File: config.mk
export PLATFORM = sky130hd
export DESIGN_NAME = skbc_regs
export DESIGN_NICKNAME = d
export VERILOG_FILES = /design/src/rtl/core/skbc_pkg.sv /design/src/rtl/core/skbc_regs.sv
export SDC_FILE = /design/constraint.sdc
export NUM_CORES = 1
export LEC_CHECK = 0
export BUFFER_PORTS_ARGS = -buffer_cell sky130_fd_sc_hd__clkbuf_2
export CAP_MARGIN = 20
export CORE_MARGIN = 3
export CORE_UTILIZATION = 50
export DETAILED_ROUTE_END_ITERATION = 16
export PLACE_DENSITY = 0.79
export SYNTH_ARGS = -nofsm -noshare
export SYNTH_HDL_FRONTEND = slang
export SYNTH_SLANG_ARGS = --single-unit
File: constraint.sdc
create_clock -name clk -period 2.15 [get_ports clk]
set_input_delay 0.215 -clock clk [delete_from_list [all_inputs] [get_ports clk]]
set_output_delay 0.215 -clock clk [all_outputs]
set_load 0.1 [all_outputs]
File: src/rtl/core/skbc_pkg.sv
// ----------------------------------------------------------------------------
// Soft-knee band compressor package
// Shared types, register indexes, datapath operation codes and constants.
// ----------------------------------------------------------------------------
package skbc_pkg;

  // Sample format is signed Q1.(SAMPLE_BITS-1).
  localparam int SAMPLE_BITS = 24;
  localparam int FRAC_BITS   = SAMPLE_BITS - 1;

  // Configuration port geometry.
  localparam int CFG_DATA_BITS  = 24;
  localparam int CFG_INDEX_BITS = 3;

  // Register indexes.
  localparam logic [CFG_INDEX_BITS-1:0] REG_THRESHOLD = 3'd0;
  localparam logic [CFG_INDEX_BITS-1:0] REG_SLOPE     = 3'd1;
  localparam logic [CFG_INDEX_BITS-1:0] REG_KNEE      = 3'd2;
  localparam logic [CFG_INDEX_BITS-1:0] REG_MAKEUP    = 3'd3;
  localparam logic [CFG_INDEX_BITS-1:0] REG_ATTACK    = 3'd4;
  localparam logic [CFG_INDEX_BITS-1:0] REG_RELEASE   = 3'd5;
  localparam logic [CFG_INDEX_BITS-1:0] REG_ENABLE    = 3'd6;

  // Register reset values.
  localparam logic signed [10:0] RST_THRESHOLD = -11'sd320;
  localparam logic [15:0]        RST_SLOPE     = 16'd43691;
  localparam logic [7:0]         RST_KNEE      = 8'd96;
  localparam logic [8:0]         RST_MAKEUP    = 9'd0;
  localparam logic [23:0]        RST_ATTACK    = 24'd16742300;
  localparam logic [23:0]        RST_RELEASE   = 24'd16773721;
  localparam logic               RST_ENABLE    = 1'b1;

  // Arithmetic constants.
  localparam logic [14:0]        LOG_CORR     = 15'd22713;
  localparam logic [22:0]        DB_PER_LOG2  = 23'd6313041;
  localparam logic [17:0]        LOG2_PER_DB  = 18'd174165;
  localparam logic [14:0]        EXP_CORR     = 15'd22489;
  localparam logic signed [11:0] DB_FLOOR     = -12'sd1600;
  localparam logic [12:0]        DB_FLOOR_MAG = 13'd1600;
  localparam logic [9:0]         RED_MAX      = 10'd960;

  // Iteration counts of the multi-cycle steps.
  localparam int NORM_STEPS = 5;
  localparam int DIV_STEPS  = 9;

  // Datapath operation codes.
  localparam int OP_BITS = 5;
  localparam logic [OP_BITS-1:0] OP_NOP    = 5'd0;
  localparam logic [OP_BITS-1:0] OP_ACCEPT = 5'd1;
  localparam logic [OP_BITS-1:0] OP_ENV    = 5'd2;
  localparam logic [OP_BITS-1:0] OP_ENVW   = 5'd3;
  localparam logic [OP_BITS-1:0] OP_NORM   = 5'd4;
  localparam logic [OP_BITS-1:0] OP_LOG1   = 5'd5;
  localparam logic [OP_BITS-1:0] OP_LOG2   = 5'd6;
  localparam logic [OP_BITS-1:0] OP_LOG3   = 5'd7;
  localparam logic [OP_BITS-1:0] OP_LOG4   = 5'd8;
  localparam logic [OP_BITS-1:0] OP_LOG5   = 5'd9;
  localparam logic [OP_BITS-1:0] OP_RED    = 5'd10;
  localparam logic [OP_BITS-1:0] OP_LIN    = 5'd11;
  localparam logic [OP_BITS-1:0] OP_CUB    = 5'd12;
  localparam logic [OP_BITS-1:0] OP_CS     = 5'd13;
  localparam logic [OP_BITS-1:0] OP_NUM    = 5'd14;
  localparam logic [OP_BITS-1:0] OP_DIV    = 5'd15;
  localparam logic [OP_BITS-1:0] OP_GAIN1  = 5'd16;
  localparam logic [OP_BITS-1:0] OP_GAIN2  = 5'd17;
  localparam logic [OP_BITS-1:0] OP_GAIN3  = 5'd18;
  localparam logic [OP_BITS-1:0] OP_GAIN4  = 5'd19;
  localparam logic [OP_BITS-1:0] OP_MUL    = 5'd20;
  localparam logic [OP_BITS-1:0] OP_SHIFT  = 5'd21;
  localparam logic [OP_BITS-1:0] OP_LOAD   = 5'd22;

  // Input item.
  typedef struct packed {
    logic                          chan;
    logic signed [SAMPLE_BITS-1:0] in_sample;
  } in_item_t;

  // Result item.
  typedef struct packed {
    logic signed [SAMPLE_BITS-1:0] out_sample;
    logic [9:0]                    reduction_db;
  } out_item_t;

  // Configuration register file contents.
  typedef struct packed {
    logic signed [10:0] threshold_db;
    logic [15:0]        ratio_slope;
    logic [7:0]         knee_db;
    logic [8:0]         makeup_db;
    logic [23:0]        attack_coeff;
    logic [23:0]        release_coeff;
    logic               enable;
  } cfg_t;

  // Controller to datapath command.
  typedef struct packed {
    logic [OP_BITS-1:0] op;
    logic [3:0]         step;
  } dp_cmd_t;

  // Datapath to controller status.
  typedef struct packed {
    logic bypass;
    logic red_zero;
    logic in_knee;
  } dp_status_t;

endpackage

File: src/rtl/core/skbc_regs.sv
// ----------------------------------------------------------------------------
// Soft-knee band compressor configuration registers
// Write-only register file loaded through the index/data write port.
// ----------------------------------------------------------------------------
module skbc_regs (
  input  logic                                 clk,
  input  logic                                 rst_n,
  input  logic                                 cfg_we,
  input  logic [skbc_pkg::CFG_INDEX_BITS-1:0]  cfg_index,
  input  logic [skbc_pkg::CFG_DATA_BITS-1:0]   cfg_wdata,
  output skbc_pkg::cfg_t                       cfg
);

  skbc_pkg::cfg_t cfg_r;

  // Register writes; an index beyond the list is ignored.
  always_ff @(posedge clk) begin
    if (!rst_n) begin
      cfg_r.threshold_db  <= skbc_pkg::RST_THRESHOLD;
      cfg_r.ratio_slope   <= skbc_pkg::RST_SLOPE;
      cfg_r.knee_db       <= skbc_pkg::RST_KNEE;
      cfg_r.makeup_db     <= skbc_pkg::RST_MAKEUP;
      cfg_r.attack_coeff  <= skbc_pkg::RST_ATTACK;
      cfg_r.release_coeff <= skbc_pkg::RST_RELEASE;
      cfg_r.enable        <= skbc_pkg::RST_ENABLE;
    end else if (cfg_we) begin
      unique case (cfg_index)
        skbc_pkg::REG_THRESHOLD: cfg_r.threshold_db  <= $signed(cfg_wdata[10:0]);
        skbc_pkg::REG_SLOPE:     cfg_r.ratio_slope   <= cfg_wdata[15:0];
        skbc_pkg::REG_KNEE:      cfg_r.knee_db       <= cfg_wdata[7:0];
        skbc_pkg::REG_MAKEUP:    cfg_r.makeup_db     <= cfg_wdata[8:0];
        skbc_pkg::REG_ATTACK:    cfg_r.attack_coeff  <= cfg_wdata[23:0];
        skbc_pkg::REG_RELEASE:   cfg_r.release_coeff <= cfg_wdata[23:0];
        skbc_pkg::REG_ENABLE:    cfg_r.enable        <= cfg_wdata[0];
        default: ;
      endcase
    end
  end

  assign cfg = cfg_r;

endmodule

==> metrics.md <==
| Metric | Value |
|---|---|
| Reg area | 1862 um^2 |
| Xor and xnor area share after synthesis | 0% |
| H-tree Lvls | 3 |
| Post-synth EDFFs | 0 |
| Reg-to-reg endpoint | cfg[47] |
| Port-buffer cells | 122 |
| Cell row count | 30 |
| Maximum clock path buffer count | 2 |
| Unrepaired setup endpoints after global routing | false |
| GR Overflow Total | 0 |
| Worst Reg-to-Reg Cells | 2 |
| Root buf cell | clkbuf_8 |
| Layout cells sized above 1 | between 30% and 40% |
| Post-DP HPWL | about 6000 um |
| Slew Limit Headroom | roughly 57% |
| Top-area cell type share of the netlist area | approximately half |
| Die W | about 92 um |
| Outcome | finished clean |
| Internal power | around 0.0025 W |
| Post-CTS Resized | 0 |
| WHS Path Cells | 3 |
| ANT nets after route | 0 |
| Clock transition at the registers of the reported paths | around 90 ps |
| Reg power frac | 50.7% |
| Tmin final | ~1400 ps |
| Vias per inst | a little under 5 |
| Final WL | ~8200 um |
| Drt first pass iters | 4 |
| Critical path capture point type | output pin |
| Clk sink count | 93 |
| Pleak | roughly 2.2 nW |
| CP peak stage delay | about 470 ps |
| Initial core utilization | a little over half |
| Total of max-cap violations | 0 |
| Syn Inst Count | around 350 |
| Startpoint Class | flop |
| Area growth syn-to-layout | 23.75% |
| Number of remaining DRC errors | 0 |
| CP max-delay cell | clkbuf_2 |
| Final Skew | 0 ps |
| PwrDens | between 700 and 800 nW/um^2 |
| Multi-input gate area | 1714 um^2 |
| NetSw | 0.0009878 W |
| Total number of vias | between 2,000 and 3,000 |
| Crit-path max FO | 2 |
| Worst reg2reg startpoint | cfg[47] |
| Ranking of synthesized cells by area | dfxtp_1, mux2i_1, nor2b_1 |
| Cts hold-fix bufs | 0 |
| Peak VDD IR | roughly 0.0005 V |
| Fin. Hold Viols | 0 |
| Initial antenna violation count | 0 |
| Slew @ Worst Pin | between 600 and 700 ps |
| Min-Delay Endpoint | cfg[80] |
| Area leader, netlist | dfxtp_1 |
| Synth Area in Compound Gates | 0% |
| Place WS | ~660 ps |
| Final Util | roughly 65% |
| FILL cells | between 500 and 600 |
| Yosys warnings | 0 |
| Global-route wire length before repair | between 10,000 and 15,000 um |
| Critical Path AT | between 1000 and 1500 ps |
| Post-synth design cell area | ~3700 um^2 |
| Num CTS Buffers | 9 |
| Asr flop ratio synth | 0% |
| Critical-path cell list | clkbuf_2 |
| Seq/Total Area, Yosys | around 50% |
| Synth Area in Adders | 0% |
| #FFs+latches synth | 93 |
| Layout Nets | just under 500 |
| Number of flip-flops in the largest register | 93 |
| Post-CTS Repair Setup Buffers | 0 |
| Final Max Tran Viols | 0 |
| Slack of the critical path | approximately 760 ps |
| All-Layer GR Usage | around 19% |
| Area of the die | 8452 um^2 |
| Reg2Reg Setup Slack | 1490 ps |
| Setup TNS | 0 ps |
| Worst Path Required | ~1900 ps |
| CP bufs+invs | 1 |
| Count of cell types in the netlist | 13 |
| Fmax | roughly 720 MHz |
| Main combinational cell family by area after synthesis | multiplexers |
| CTS tree | yes |
| Family with the most delay on the worst path | buffers and inverters |
| Antenna Cells | 0 |
| Comb pwr share | 14.9% |
| Final worst path period share | 64.45% |
| Final setup fails | 0 |
| Synth Area in Simple Gates | 21.04% |
| Die Y | 91.94 um |
| Syn Area/Cell | 10.52 um^2 |
| Net count after synthesis | about 380 |
| Mux cell area share after synthesis | 25.21% |
| GPL Wtd Cong | approximately 0.73 |
| Min-delay worst type | input port to flop |
| Worst Min Path Start | cfg_wdata[14] |
| Clock Power Share | roughly a third |
| Sw Share | 28.14% |
| WL/cell | ~15 um |
| Placeable Area | about 7000 um^2 |
| Ports | approximately 120 |
| Largest net degree at the start of global routing | 80 |
| Most frequent cells after synthesis | dfxtp_1, mux2i_1, nor2b_1 |
| DRT iter0 DRCs | between 80 and 90 |
| Dominant synthesized flop cell | dfxtp_1 |
| Crit Path Class | flop to output pin |
| Clk_lat worst skew | 330 ps |
| Vias in the first global route | roughly 2,700 |
## cell type report
cell class	instances	share of cell area, %
tap	96	2.629
timing repair buffer	128	14.68
sequential	93	40.74
multi-input combinational	233	37.51
clock buffer	10	2.793
clock inverter	4	1.643
## power by group through the flow
stage	sequential, W	combinational, W	clock, W
after detailed placement	0.00182	0.000528	0
after floorplan	0.00210	0.000143	0
after global placement	0.00182	0.000522	0
after CTS	0.00178	0.000529	0.00123
after global routing	0.00179	0.000550	0.00131
final	0.00178	0.000525	0.00121
## per-layer routing
| layer | GRT usage [%] | wire length [um] | share of wire, % | vias up |
|---|---|---|---|---|
| li1 | - | - | - | 1382 |
| met1 | 24.73 | 3591 | 44 | 1283 |
| met2 | 32.54 | 4039 | 49 | 64 |
| met4 | 6.931 | 141 | 1.7 | 0 |
| met3 | 4.348 | 420 | 5.1 | 13 |
| met5 | 0 | 0 | 0 | - |
## cells by family (layout without fill, tap and decap cells)
group | after synthesis | after routing
simple gates | 140 | 140
flops | 93 | 93
buf+inv | 25 | 142
mux | 93 | 93
## cells in the final DEF (no fill, tap or decap)
cell type / synthesis / final
bufinv_16: 0 / 2
mux2i_1: 93 / 93
nor4bb_2: 0 / 1
clkbuf_8: 0 / 9
nand2_1: 56 / 56
clkbuf_2: 0 / 121
and4bb_2: 2 / 2
buf_4: 3 / 6
dfxtp_1: 93 / 93
nand4bb_1: 2 / 2
nor2b_1: 75 / 75
or4b_4: 1 / 1
buf_12: 0 / 1
clkbuf_1: 13 / 1
nand4b_1: 3 / 3
clkinvlp_4: 0 / 2
## per-stage QoR
step                instance area (um^2)  hold slack (ps)  total power, W  cells
floorplan                           3692            357.2        0.002239    351
global placement                    4367            442.6        0.002342    550
detailed placement                  4367            449.1        0.002348    550
CTS                                 4569            109.9        0.003541    564
global route                        4569            107.7        0.003649    564
finish                              4569            121.3        0.003511    564
## worst max-delay path by stage
| stage | from | end | cells after the start |
|---|---|---|---|
| 2_1_floorplan | cfg[11] | cfg[11] | 2 |
| 3_3_place_gp | cfg_index[1] | cfg[1] | 4 |
| 3_5_place_dp | cfg_index[1] | cfg[18] | 4 |
| 4_1_cts | cfg[39] | cfg[39] | 1 |
| 5_1_grt | cfg[29] | cfg[29] | 1 |
| 6_report | cfg[76] | cfg[76] | 1 |
Note: power is estimated with default switching activity, not from simulation.
