File: config.mk
export PLATFORM = sky130hd
export DESIGN_NAME = skbc_ctrl
export DESIGN_NICKNAME = d
export VERILOG_FILES = /design/src/rtl/core/skbc_pkg.sv /design/src/rtl/core/skbc_ctrl.sv
export SDC_FILE = /design/constraint.sdc
export NUM_CORES = 1
export LEC_CHECK = 0
export BUFFER_PORTS_ARGS = -buffer_cell sky130_fd_sc_hd__buf_2
export CAP_MARGIN = 0
export CORE_MARGIN = 4
export CORE_UTILIZATION = 40
export DETAILED_ROUTE_END_ITERATION = 12
export PLACE_DENSITY = 0.71
export SLEW_MARGIN = 20
export SYNTH_ARGS = -nofsm -noshare
export SYNTH_HDL_FRONTEND = slang
export SYNTH_SLANG_ARGS = --single-unit
File: constraint.sdc
create_clock -name clk -period 1.9 [get_ports clk]
set_input_delay 0.38 -clock clk [delete_from_list [all_inputs] [get_ports clk]]
set_output_delay 0.38 -clock clk [all_outputs]
set_load 0.02 [all_outputs]
File: src/rtl/core/skbc_pkg.sv
// ----------------------------------------------------------------------------
// Soft-knee band compressor package
// Shared types, register indexes, datapath operation codes and constants.
// ----------------------------------------------------------------------------
package skbc_pkg;

  // Sample format is signed Q1.(SAMPLE_BITS-1).
  localparam int SAMPLE_BITS = 24;
  localparam int FRAC_BITS   = SAMPLE_BITS - 1;

  // Configuration port geometry.
  localparam int CFG_DATA_BITS  = 24;
  localparam int CFG_INDEX_BITS = 3;

  // Register indexes.
  localparam logic [CFG_INDEX_BITS-1:0] REG_THRESHOLD = 3'd0;
  localparam logic [CFG_INDEX_BITS-1:0] REG_SLOPE     = 3'd1;
  localparam logic [CFG_INDEX_BITS-1:0] REG_KNEE      = 3'd2;
  localparam logic [CFG_INDEX_BITS-1:0] REG_MAKEUP    = 3'd3;
  localparam logic [CFG_INDEX_BITS-1:0] REG_ATTACK    = 3'd4;
  localparam logic [CFG_INDEX_BITS-1:0] REG_RELEASE   = 3'd5;
  localparam logic [CFG_INDEX_BITS-1:0] REG_ENABLE    = 3'd6;

  // Register reset values.
  localparam logic signed [10:0] RST_THRESHOLD = -11'sd320;
  localparam logic [15:0]        RST_SLOPE     = 16'd43691;
  localparam logic [7:0]         RST_KNEE      = 8'd96;
  localparam logic [8:0]         RST_MAKEUP    = 9'd0;
  localparam logic [23:0]        RST_ATTACK    = 24'd16742300;
  localparam logic [23:0]        RST_RELEASE   = 24'd16773721;
  localparam logic               RST_ENABLE    = 1'b1;

  // Arithmetic constants.
  localparam logic [14:0]        LOG_CORR     = 15'd22713;
  localparam logic [22:0]        DB_PER_LOG2  = 23'd6313041;
  localparam logic [17:0]        LOG2_PER_DB  = 18'd174165;
  localparam logic [14:0]        EXP_CORR     = 15'd22489;
  localparam logic signed [11:0] DB_FLOOR     = -12'sd1600;
  localparam logic [12:0]        DB_FLOOR_MAG = 13'd1600;
  localparam logic [9:0]         RED_MAX      = 10'd960;

  // Iteration counts of the multi-cycle steps.
  localparam int NORM_STEPS = 5;
  localparam int DIV_STEPS  = 9;

  // Datapath operation codes.
  localparam int OP_BITS = 5;
  localparam logic [OP_BITS-1:0] OP_NOP    = 5'd0;
  localparam logic [OP_BITS-1:0] OP_ACCEPT = 5'd1;
  localparam logic [OP_BITS-1:0] OP_ENV    = 5'd2;
  localparam logic [OP_BITS-1:0] OP_ENVW   = 5'd3;
  localparam logic [OP_BITS-1:0] OP_NORM   = 5'd4;
  localparam logic [OP_BITS-1:0] OP_LOG1   = 5'd5;
  localparam logic [OP_BITS-1:0] OP_LOG2   = 5'd6;
  localparam logic [OP_BITS-1:0] OP_LOG3   = 5'd7;
  localparam logic [OP_BITS-1:0] OP_LOG4   = 5'd8;
  localparam logic [OP_BITS-1:0] OP_LOG5   = 5'd9;
  localparam logic [OP_BITS-1:0] OP_RED    = 5'd10;
  localparam logic [OP_BITS-1:0] OP_LIN    = 5'd11;
  localparam logic [OP_BITS-1:0] OP_CUB    = 5'd12;
  localparam logic [OP_BITS-1:0] OP_CS     = 5'd13;
  localparam logic [OP_BITS-1:0] OP_NUM    = 5'd14;
  localparam logic [OP_BITS-1:0] OP_DIV    = 5'd15;
  localparam logic [OP_BITS-1:0] OP_GAIN1  = 5'd16;
  localparam logic [OP_BITS-1:0] OP_GAIN2  = 5'd17;
  localparam logic [OP_BITS-1:0] OP_GAIN3  = 5'd18;
  localparam logic [OP_BITS-1:0] OP_GAIN4  = 5'd19;
  localparam logic [OP_BITS-1:0] OP_MUL    = 5'd20;
  localparam logic [OP_BITS-1:0] OP_SHIFT  = 5'd21;
  localparam logic [OP_BITS-1:0] OP_LOAD   = 5'd22;

  // Input item.
  typedef struct packed {
    logic                          chan;
    logic signed [SAMPLE_BITS-1:0] in_sample;
  } in_item_t;

  // Result item.
  typedef struct packed {
    logic signed [SAMPLE_BITS-1:0] out_sample;
    logic [9:0]                    reduction_db;
  } out_item_t;

  // Configuration register file contents.
  typedef struct packed {
    logic signed [10:0] threshold_db;
    logic [15:0]        ratio_slope;
    logic [7:0]         knee_db;
    logic [8:0]         makeup_db;
    logic [23:0]        attack_coeff;
    logic [23:0]        release_coeff;
    logic               enable;
  } cfg_t;

  // Controller to datapath command.
  typedef struct packed {
    logic [OP_BITS-1:0] op;
    logic [3:0]         step;
  } dp_cmd_t;

  // Datapath to controller status.
  typedef struct packed {
    logic bypass;
    logic red_zero;
    logic in_knee;
  } dp_status_t;

endpackage

File: src/rtl/core/skbc_ctrl.sv
// ----------------------------------------------------------------------------
// Soft-knee band compressor controller
// Sequences the datapath through envelope, log, reduction and gain steps.
// ----------------------------------------------------------------------------
module skbc_ctrl (
  input  logic                  clk,
  input  logic                  rst_n,
  input  logic                  in_valid,
  output logic                  in_ready,
  output logic                  out_valid,
  input  logic                  out_ready,
  input  skbc_pkg::dp_status_t  sts,
  output skbc_pkg::dp_cmd_t     cmd
);

  localparam logic [4:0] S_IDLE  = 5'd0;
  localparam logic [4:0] S_ENV   = 5'd1;
  localparam logic [4:0] S_ENVW  = 5'd2;
  localparam logic [4:0] S_NORM  = 5'd3;
  localparam logic [4:0] S_LOG1  = 5'd4;
  localparam logic [4:0] S_LOG2  = 5'd5;
  localparam logic [4:0] S_LOG3  = 5'd6;
  localparam logic [4:0] S_LOG4  = 5'd7;
  localparam logic [4:0] S_LOG5  = 5'd8;
  localparam logic [4:0] S_RED   = 5'd9;
  localparam logic [4:0] S_LIN   = 5'd10;
  localparam logic [4:0] S_CUB   = 5'd11;
  localparam logic [4:0] S_CS    = 5'd12;
  localparam logic [4:0] S_NUM   = 5'd13;
  localparam logic [4:0] S_DIV   = 5'd14;
  localparam logic [4:0] S_GAIN1 = 5'd15;
  localparam logic [4:0] S_GAIN2 = 5'd16;
  localparam logic [4:0] S_GAIN3 = 5'd17;
  localparam logic [4:0] S_GAIN4 = 5'd18;
  localparam logic [4:0] S_MUL   = 5'd19;
  localparam logic [4:0] S_SHIFT = 5'd20;
  localparam logic [4:0] S_DONE  = 5'd21;

  localparam logic [3:0] NORM_LAST = 4'(skbc_pkg::NORM_STEPS - 1);
  localparam logic [3:0] DIV_LAST  = 4'(skbc_pkg::DIV_STEPS - 1);

  logic [4:0] state_r, state_nxt;
  logic [3:0] step_r, step_nxt;
  logic       out_valid_r, out_valid_nxt;

  // Next-state and command decode.
  always_comb begin
    state_nxt = state_r;
    step_nxt  = step_r;
    cmd.op    = skbc_pkg::OP_NOP;
    cmd.step  = step_r;
    unique case (state_r)
      S_IDLE: begin
        if (in_valid) begin
          cmd.op    = skbc_pkg::OP_ACCEPT;
          state_nxt = sts.bypass ? S_DONE : S_ENV;
        end
      end
      S_ENV: begin
        cmd.op    = skbc_pkg::OP_ENV;
        state_nxt = S_ENVW;
      end
      S_ENVW: begin
        cmd.op    = skbc_pkg::OP_ENVW;
        step_nxt  = '0;
        state_nxt = S_NORM;
      end
      S_NORM: begin
        cmd.op = skbc_pkg::OP_NORM;
        if (step_r == NORM_LAST) begin
          step_nxt  = '0;
          state_nxt = S_LOG1;
        end else begin
          step_nxt = step_r + 4'd1;
        end
      end
      S_LOG1: begin
        cmd.op    = skbc_pkg::OP_LOG1;
        state_nxt = S_LOG2;
      end
      S_LOG2: begin
        cmd.op    = skbc_pkg::OP_LOG2;
        state_nxt = S_LOG3;
      end
      S_LOG3: begin
        cmd.op    = skbc_pkg::OP_LOG3;
        state_nxt = S_LOG4;
      end
      S_LOG4: begin
        cmd.op    = skbc_pkg::OP_LOG4;
        state_nxt = S_LOG5;
      end
      S_LOG5: begin
        cmd.op    = skbc_pkg::OP_LOG5;
        state_nxt = S_RED;
      end
      S_RED: begin
        cmd.op = skbc_pkg::OP_RED;
        if (sts.red_zero) begin
          state_nxt = S_GAIN1;
        end else if (sts.in_knee) begin
          state_nxt = S_CUB;
        end else begin
          state_nxt = S_LIN;
        end
      end
      S_LIN: begin
        cmd.op    = skbc_pkg::OP_LIN;
        state_nxt = S_GAIN1;
      end
      S_CUB: begin
        cmd.op    = skbc_pkg::OP_CUB;
        state_nxt = S_CS;
      end
      S_CS: begin
        cmd.op    = skbc_pkg::OP_CS;
        state_nxt = S_NUM;
      end
      S_NUM: begin
        cmd.op    = skbc_pkg::OP_NUM;
        step_nxt  = '0;
        state_nxt = S_DIV;
      end
      S_DIV: begin
        cmd.op = skbc_pkg::OP_DIV;
        if (step_r == DIV_LAST) begin
          step_nxt  = '0;
          state_nxt = S_GAIN1;
        end else begin
          step_nxt = step_r + 4'd1;
        end
      end
      S_GAIN1: begin
        cmd.op    = skbc_pkg::OP_GAIN1;
        state_nxt = S_GAIN2;
      end
      S_GAIN2: begin
        cmd.op    = skbc_pkg::OP_GAIN2;
        state_nxt = S_GAIN3;
      end
      S_GAIN3: begin
        cmd.op    = skbc_pkg::OP_GAIN3;
        state_nxt = S_GAIN4;
      end
      S_GAIN4: begin
        cmd.op    = skbc_pkg::OP_GAIN4;
        state_nxt = S_MUL;
      end
      S_MUL: begin
        cmd.op    = skbc_pkg::OP_MUL;
        state_nxt = S_SHIFT;
      end
      S_SHIFT: begin
        cmd.op    = skbc_pkg::OP_SHIFT;
        state_nxt = S_DONE;
      end
      S_DONE: begin
        // Hand the result over once the output register is free.
        if (!out_valid_r || out_ready) begin
          cmd.op    = skbc_pkg::OP_LOAD;
          state_nxt = S_IDLE;
        end
      end
      default: begin
        state_nxt = S_IDLE;
      end
    endcase
  end

  // Output register occupancy.
  always_comb begin
    if (cmd.op == skbc_pkg::OP_LOAD) begin
      out_valid_nxt = 1'b1;
    end else begin
      out_valid_nxt = out_valid_r && !out_ready;
    end
  end

  always_ff @(posedge clk) begin
    if (!rst_n) begin
      state_r     <= S_IDLE;
      step_r      <= '0;
      out_valid_r <= 1'b0;
    end else begin
      state_r     <= state_nxt;
      step_r      <= step_nxt;
      out_valid_r <= out_valid_nxt;
    end
  end

  assign in_ready  = (state_r == S_IDLE);
  assign out_valid = out_valid_r;

  // A result is never written over one that has not been taken.
  a_load_free: assert property (@(posedge clk) disable iff (!rst_n)
    (cmd.op == skbc_pkg::OP_LOAD) |-> (!out_valid_r || out_ready))
    else $error("result loaded while output register still occupied");

  // The step counter stays within the longest iteration.
  a_step_range: assert property (@(posedge clk) disable iff (!rst_n)
    step_r <= DIV_LAST)
    else $error("step counter out of range");

  // A passed-through item goes straight to result hand-over.
  a_bypass_path: assert property (@(posedge clk) disable iff (!rst_n)
    (in_valid && in_ready && sts.bypass) |=> (state_r == S_DONE))
    else $error("bypassed item did not go to hand-over");

  // A compressed item starts with the envelope update.
  a_env_path: assert property (@(posedge clk) disable iff (!rst_n)
    (in_valid && in_ready && !sts.bypass) |=> (state_r == S_ENV))
    else $error("compressed item did not start envelope update");

endmodule

==> flow_summary.toml <==
[outcome]
outcome = "finished clean"

[timing]
achievable-frequency_mhz = 542
final_period_minus_worst_setup_slack_ns = 1.84
worst_slew_margin_rel_pct = 70.3
finish_stage_setup_viols = 0
timing_max_transition_violations_final = 0
finalHoldViolCount = 0
timing.hold.ws_ns = 0.404
clock-skew-final_ns = 0.00176
fin_crit_sh_pct = 97.0
worst-slew-pin-transition_ns = 0.445

[die]
ioPinCount = 18
floorplan.die.height_um = 53.9
die-area_um2 = 2910
die_width_um = 53.9
placement_rows = 16
start_util_pct = 42.6
placeable_core_region_um2 = 1980

[cells_and_area]
layout.filler_cells = 184
layoutNonFillerInstCount = 164
multi_input_area_um2 = 621
insertedDiodeCount = 0
design.final.nets = 147
final_core_util_pct = 56.7
final_layout_size_suffix_gt1_share_pct = 41.6
area_growth_pct = 33.2
register_area_um2 = 214

[setup_path]
timing.reg2reg.setup_slack_ns = 0.08
crit_arrival_ns = 1.46
endpoint_kind = "primary output"
worst-setup-path-type = "register to primary output"
path_depth = 5
timing.rr.end = "state_r[4]"
critical_path.startpoint = "state_r[1]"
crit_path_max_fanout = 9
setup.worst_path.end = "cmd[8]"
cp_cell_sequence = "buf_4 -> a21o_1 -> a21boi_0 -> or2_1 -> buf_2"
worstRegToRegCells = 6
timing.critical_path.max_delay_family = "flip-flops"
critPathRequiredTime_ns = 1.52
timing.critical_path.buf_inv = 2
reg2reg_from = "step_r[0]"
slowest_delay_ns = 0.44
worst_path_max_delay_cell = "sky130_fd_sc_hd__dfxtp_2"
worstSetupStartpointType = "register"

[power]
clock_network_fraction_of_total_power_pct = 12.0
leakage_nw = 0.474
fin_total_pwr_mw = 1.60
power-per-cell-area_nw_per_um2 = 1430
power.switching_mw = 0.747
internal_power_mw = 0.856
power_frac_comb_pct = 63.6
swShare_pct = 46.6
seqPwrFrac_pct = 24.4
vdd.ir_drop.worst_uv = 778

[logic_synthesis]
synthesis.area_per_instance_um2 = 7.67
synthesis.area_um2 = 843
syn_nets = 119
seq_area_frac_synth_pct = 23.7
count_of_distinct_cell_types_in_the_synthesized_netlist = 47
synth.ff_latch_count = 10
synth_edf_count = 0
dominantRegCellSynth = "sky130_fd_sc_hd__dfxtp_1"
asyncSetResetFlopFracSynth_pct = 0
synth_cells = 110
netlist.top_cell.by_area = "sky130_fd_sc_hd__dfxtp_1"
ys_warn_count = 0
top_area_cells_in_the_synthesized_netlist = "sky130_fd_sc_hd__dfxtp_1, sky130_fd_sc_hd__nor2_1, sky130_fd_sc_hd__nor3_1, sky130_fd_sc_hd__nor4b_1, sky130_fd_sc_hd__inv_1"
post_synth_most_frequent_cells = "sky130_fd_sc_hd__dfxtp_1, sky130_fd_sc_hd__nor2_1, sky130_fd_sc_hd__inv_1, sky130_fd_sc_hd__nor3_1"
synth_largest_type_area_fraction_pct = 23.7

[routing]
ant_nets = 0
detail_route.first_pass.iterations = 4
drt-initial-drc-count = 54
routed_wirelength_mm = 2.31
via_count = 940
remaining_drc_errors = 0
avgViaCountPerCell = 5.73
routed_wirelength_normalized_by_instance_count_um = 14.1

[cts]
clk_root_buffer_cell = "sky130_fd_sc_hd__clkbuf_4"
clock_insertion_delay_at_the_later_pin_of_the_skew_report_ns = 0.27
clkSlewWorstSetupHoldPaths_ns = 0.07
tritoncts.num_buffers = 3
htreeDepth = 1
clock_path_buffers = 2
cts_setup_buffers = 0
tritoncts = "yes"
cts_sinks = 10

[grt]
met2_usage_pct = 30.0
most_used_layer_global_route = "met2"
globalRoute.totalOverflow = 0
grt_pass1_vias = 884
antenna_found_initial = 0
global_route.usage.total_pct = 18.0
use_met1_pct = 21.9
maximum_number_of_pins_on_one_net_before_global_route_repair = 12
met3_usage_pct = 4.16
grt_first_pass_wirelength_mm = 3.82

[placement]
place.detailed.hpwl_mm = 1.69
placed_cells_incl_taps = 160
buffer_ports.inserted = 17
place.gp.congestion = 0.909

[run]
timing.max_cap.violations = 0

[min_path]
hold_path.class = "input port to register"
## placed cells by master (no fill, tap or decap), drive strengths merged, types with 2 or more instances in the layout
cell type	Yosys	routed
buf	3	31
nor2	10	10
dfxtp	10	10
nor3	7	7
inv	7	7
o21ai	6	6
a21oi	5	5
nand2	4	4
nor4b	4	4
clkbuf	5	4
nor2b	3	3
a21o	3	3
a31oi	3	3
or3	3	3
nand3	2	2
xnor2	2	2
o21a	2	2
a221oi	2	2
o41ai	2	2
a211oi	2	2
a21boi	2	2
nor3b	2	2
nor4	2	2
ha	2	2
## layer usage
metal  vias to the layer above  routed length, um
met2                        43               1050
met3                         9                155
met4                         0                 65
li1                        464                  -
met1                       424               1040
met5                         -                  0
## flip-flops by register name, summed over array words and instances (netlist names)
register / count
state_r: 5
step_r: 4
out_valid: 1
## metrics by stage
step | TNS [ns] | instance area (um2) | worst slack, ns
finish | 0 | 1120 | 0.0566
global route | -0.0138 | 1120 | -0.00775
CTS | 0 | 1070 | 0.0116
detailed placement | 0 | 1020 | 0.0445
global placement | 0 | 1020 | 0.135
floorplan | 0 | 843 | 0.0888
## cell families (layout without fill, tap and decap cells)
logic type	after synthesis	count (layout)	share of synthesized area, %
and+or+nand+nor	46	46	32.9
buffers and inverters	15	42	8.16
DFF	10	10	23.7
AOI/OAI and AO/OA	33	33	27.0
muxes	1	1	1.19
adders and majority gates	2	2	2.97
xor gates and xnor gates	3	3	4.01
## tightest hold or removal path: cells and delay by family
kind | cells | cell delay (ns)
buf+inv | 1 | 0.13
simple gates | 1 | 0.06
mux | 1 | 0.06
## power by group through the flow
stage	clock network, mW	registers [mW]	logic, mW
after detailed placement	0	0.364	0.949
after CTS	0.196	0.371	0.958
after global routing	0.207	0.398	1.11
after floorplan	0	0.319	0.694
final	0.193	0.391	1.02
after global placement	0	0.361	0.941
## final cells by class
| cell class | instances | area share (%) |
|---|---|---|
| clock buffers | 4 | 3.23 |
| well taps | 27 | 3.01 |
| flip-flops and latches | 10 | 19.0 |
| inverters | 7 | 2.34 |
| multi-input cells | 85 | 55.2 |
| repair buffers | 31 | 17.1 |
## worst min-delay path by stage
stage	from	end	slack, ns	cells past startpoint
floorplan	rst_n	state_r[2]	0.51	2
global placement	step_r[3]	step_r[3]	0.50	2
detailed placement	step_r[3]	step_r[3]	0.53	2
CTS	rst_n	state_r[0]	0.41	3
global route	rst_n	state_r[0]	0.41	3
finish	rst_n	state_r[0]	0.40	3
## what timing repair did
action	4_1_cts	5_1_grt
resized for setup	5	16
endpoints found under the setup margin	4	11
pin swaps	0	1
hold buffers	0	0
Note: power is estimated with default switching activity, not from simulation.
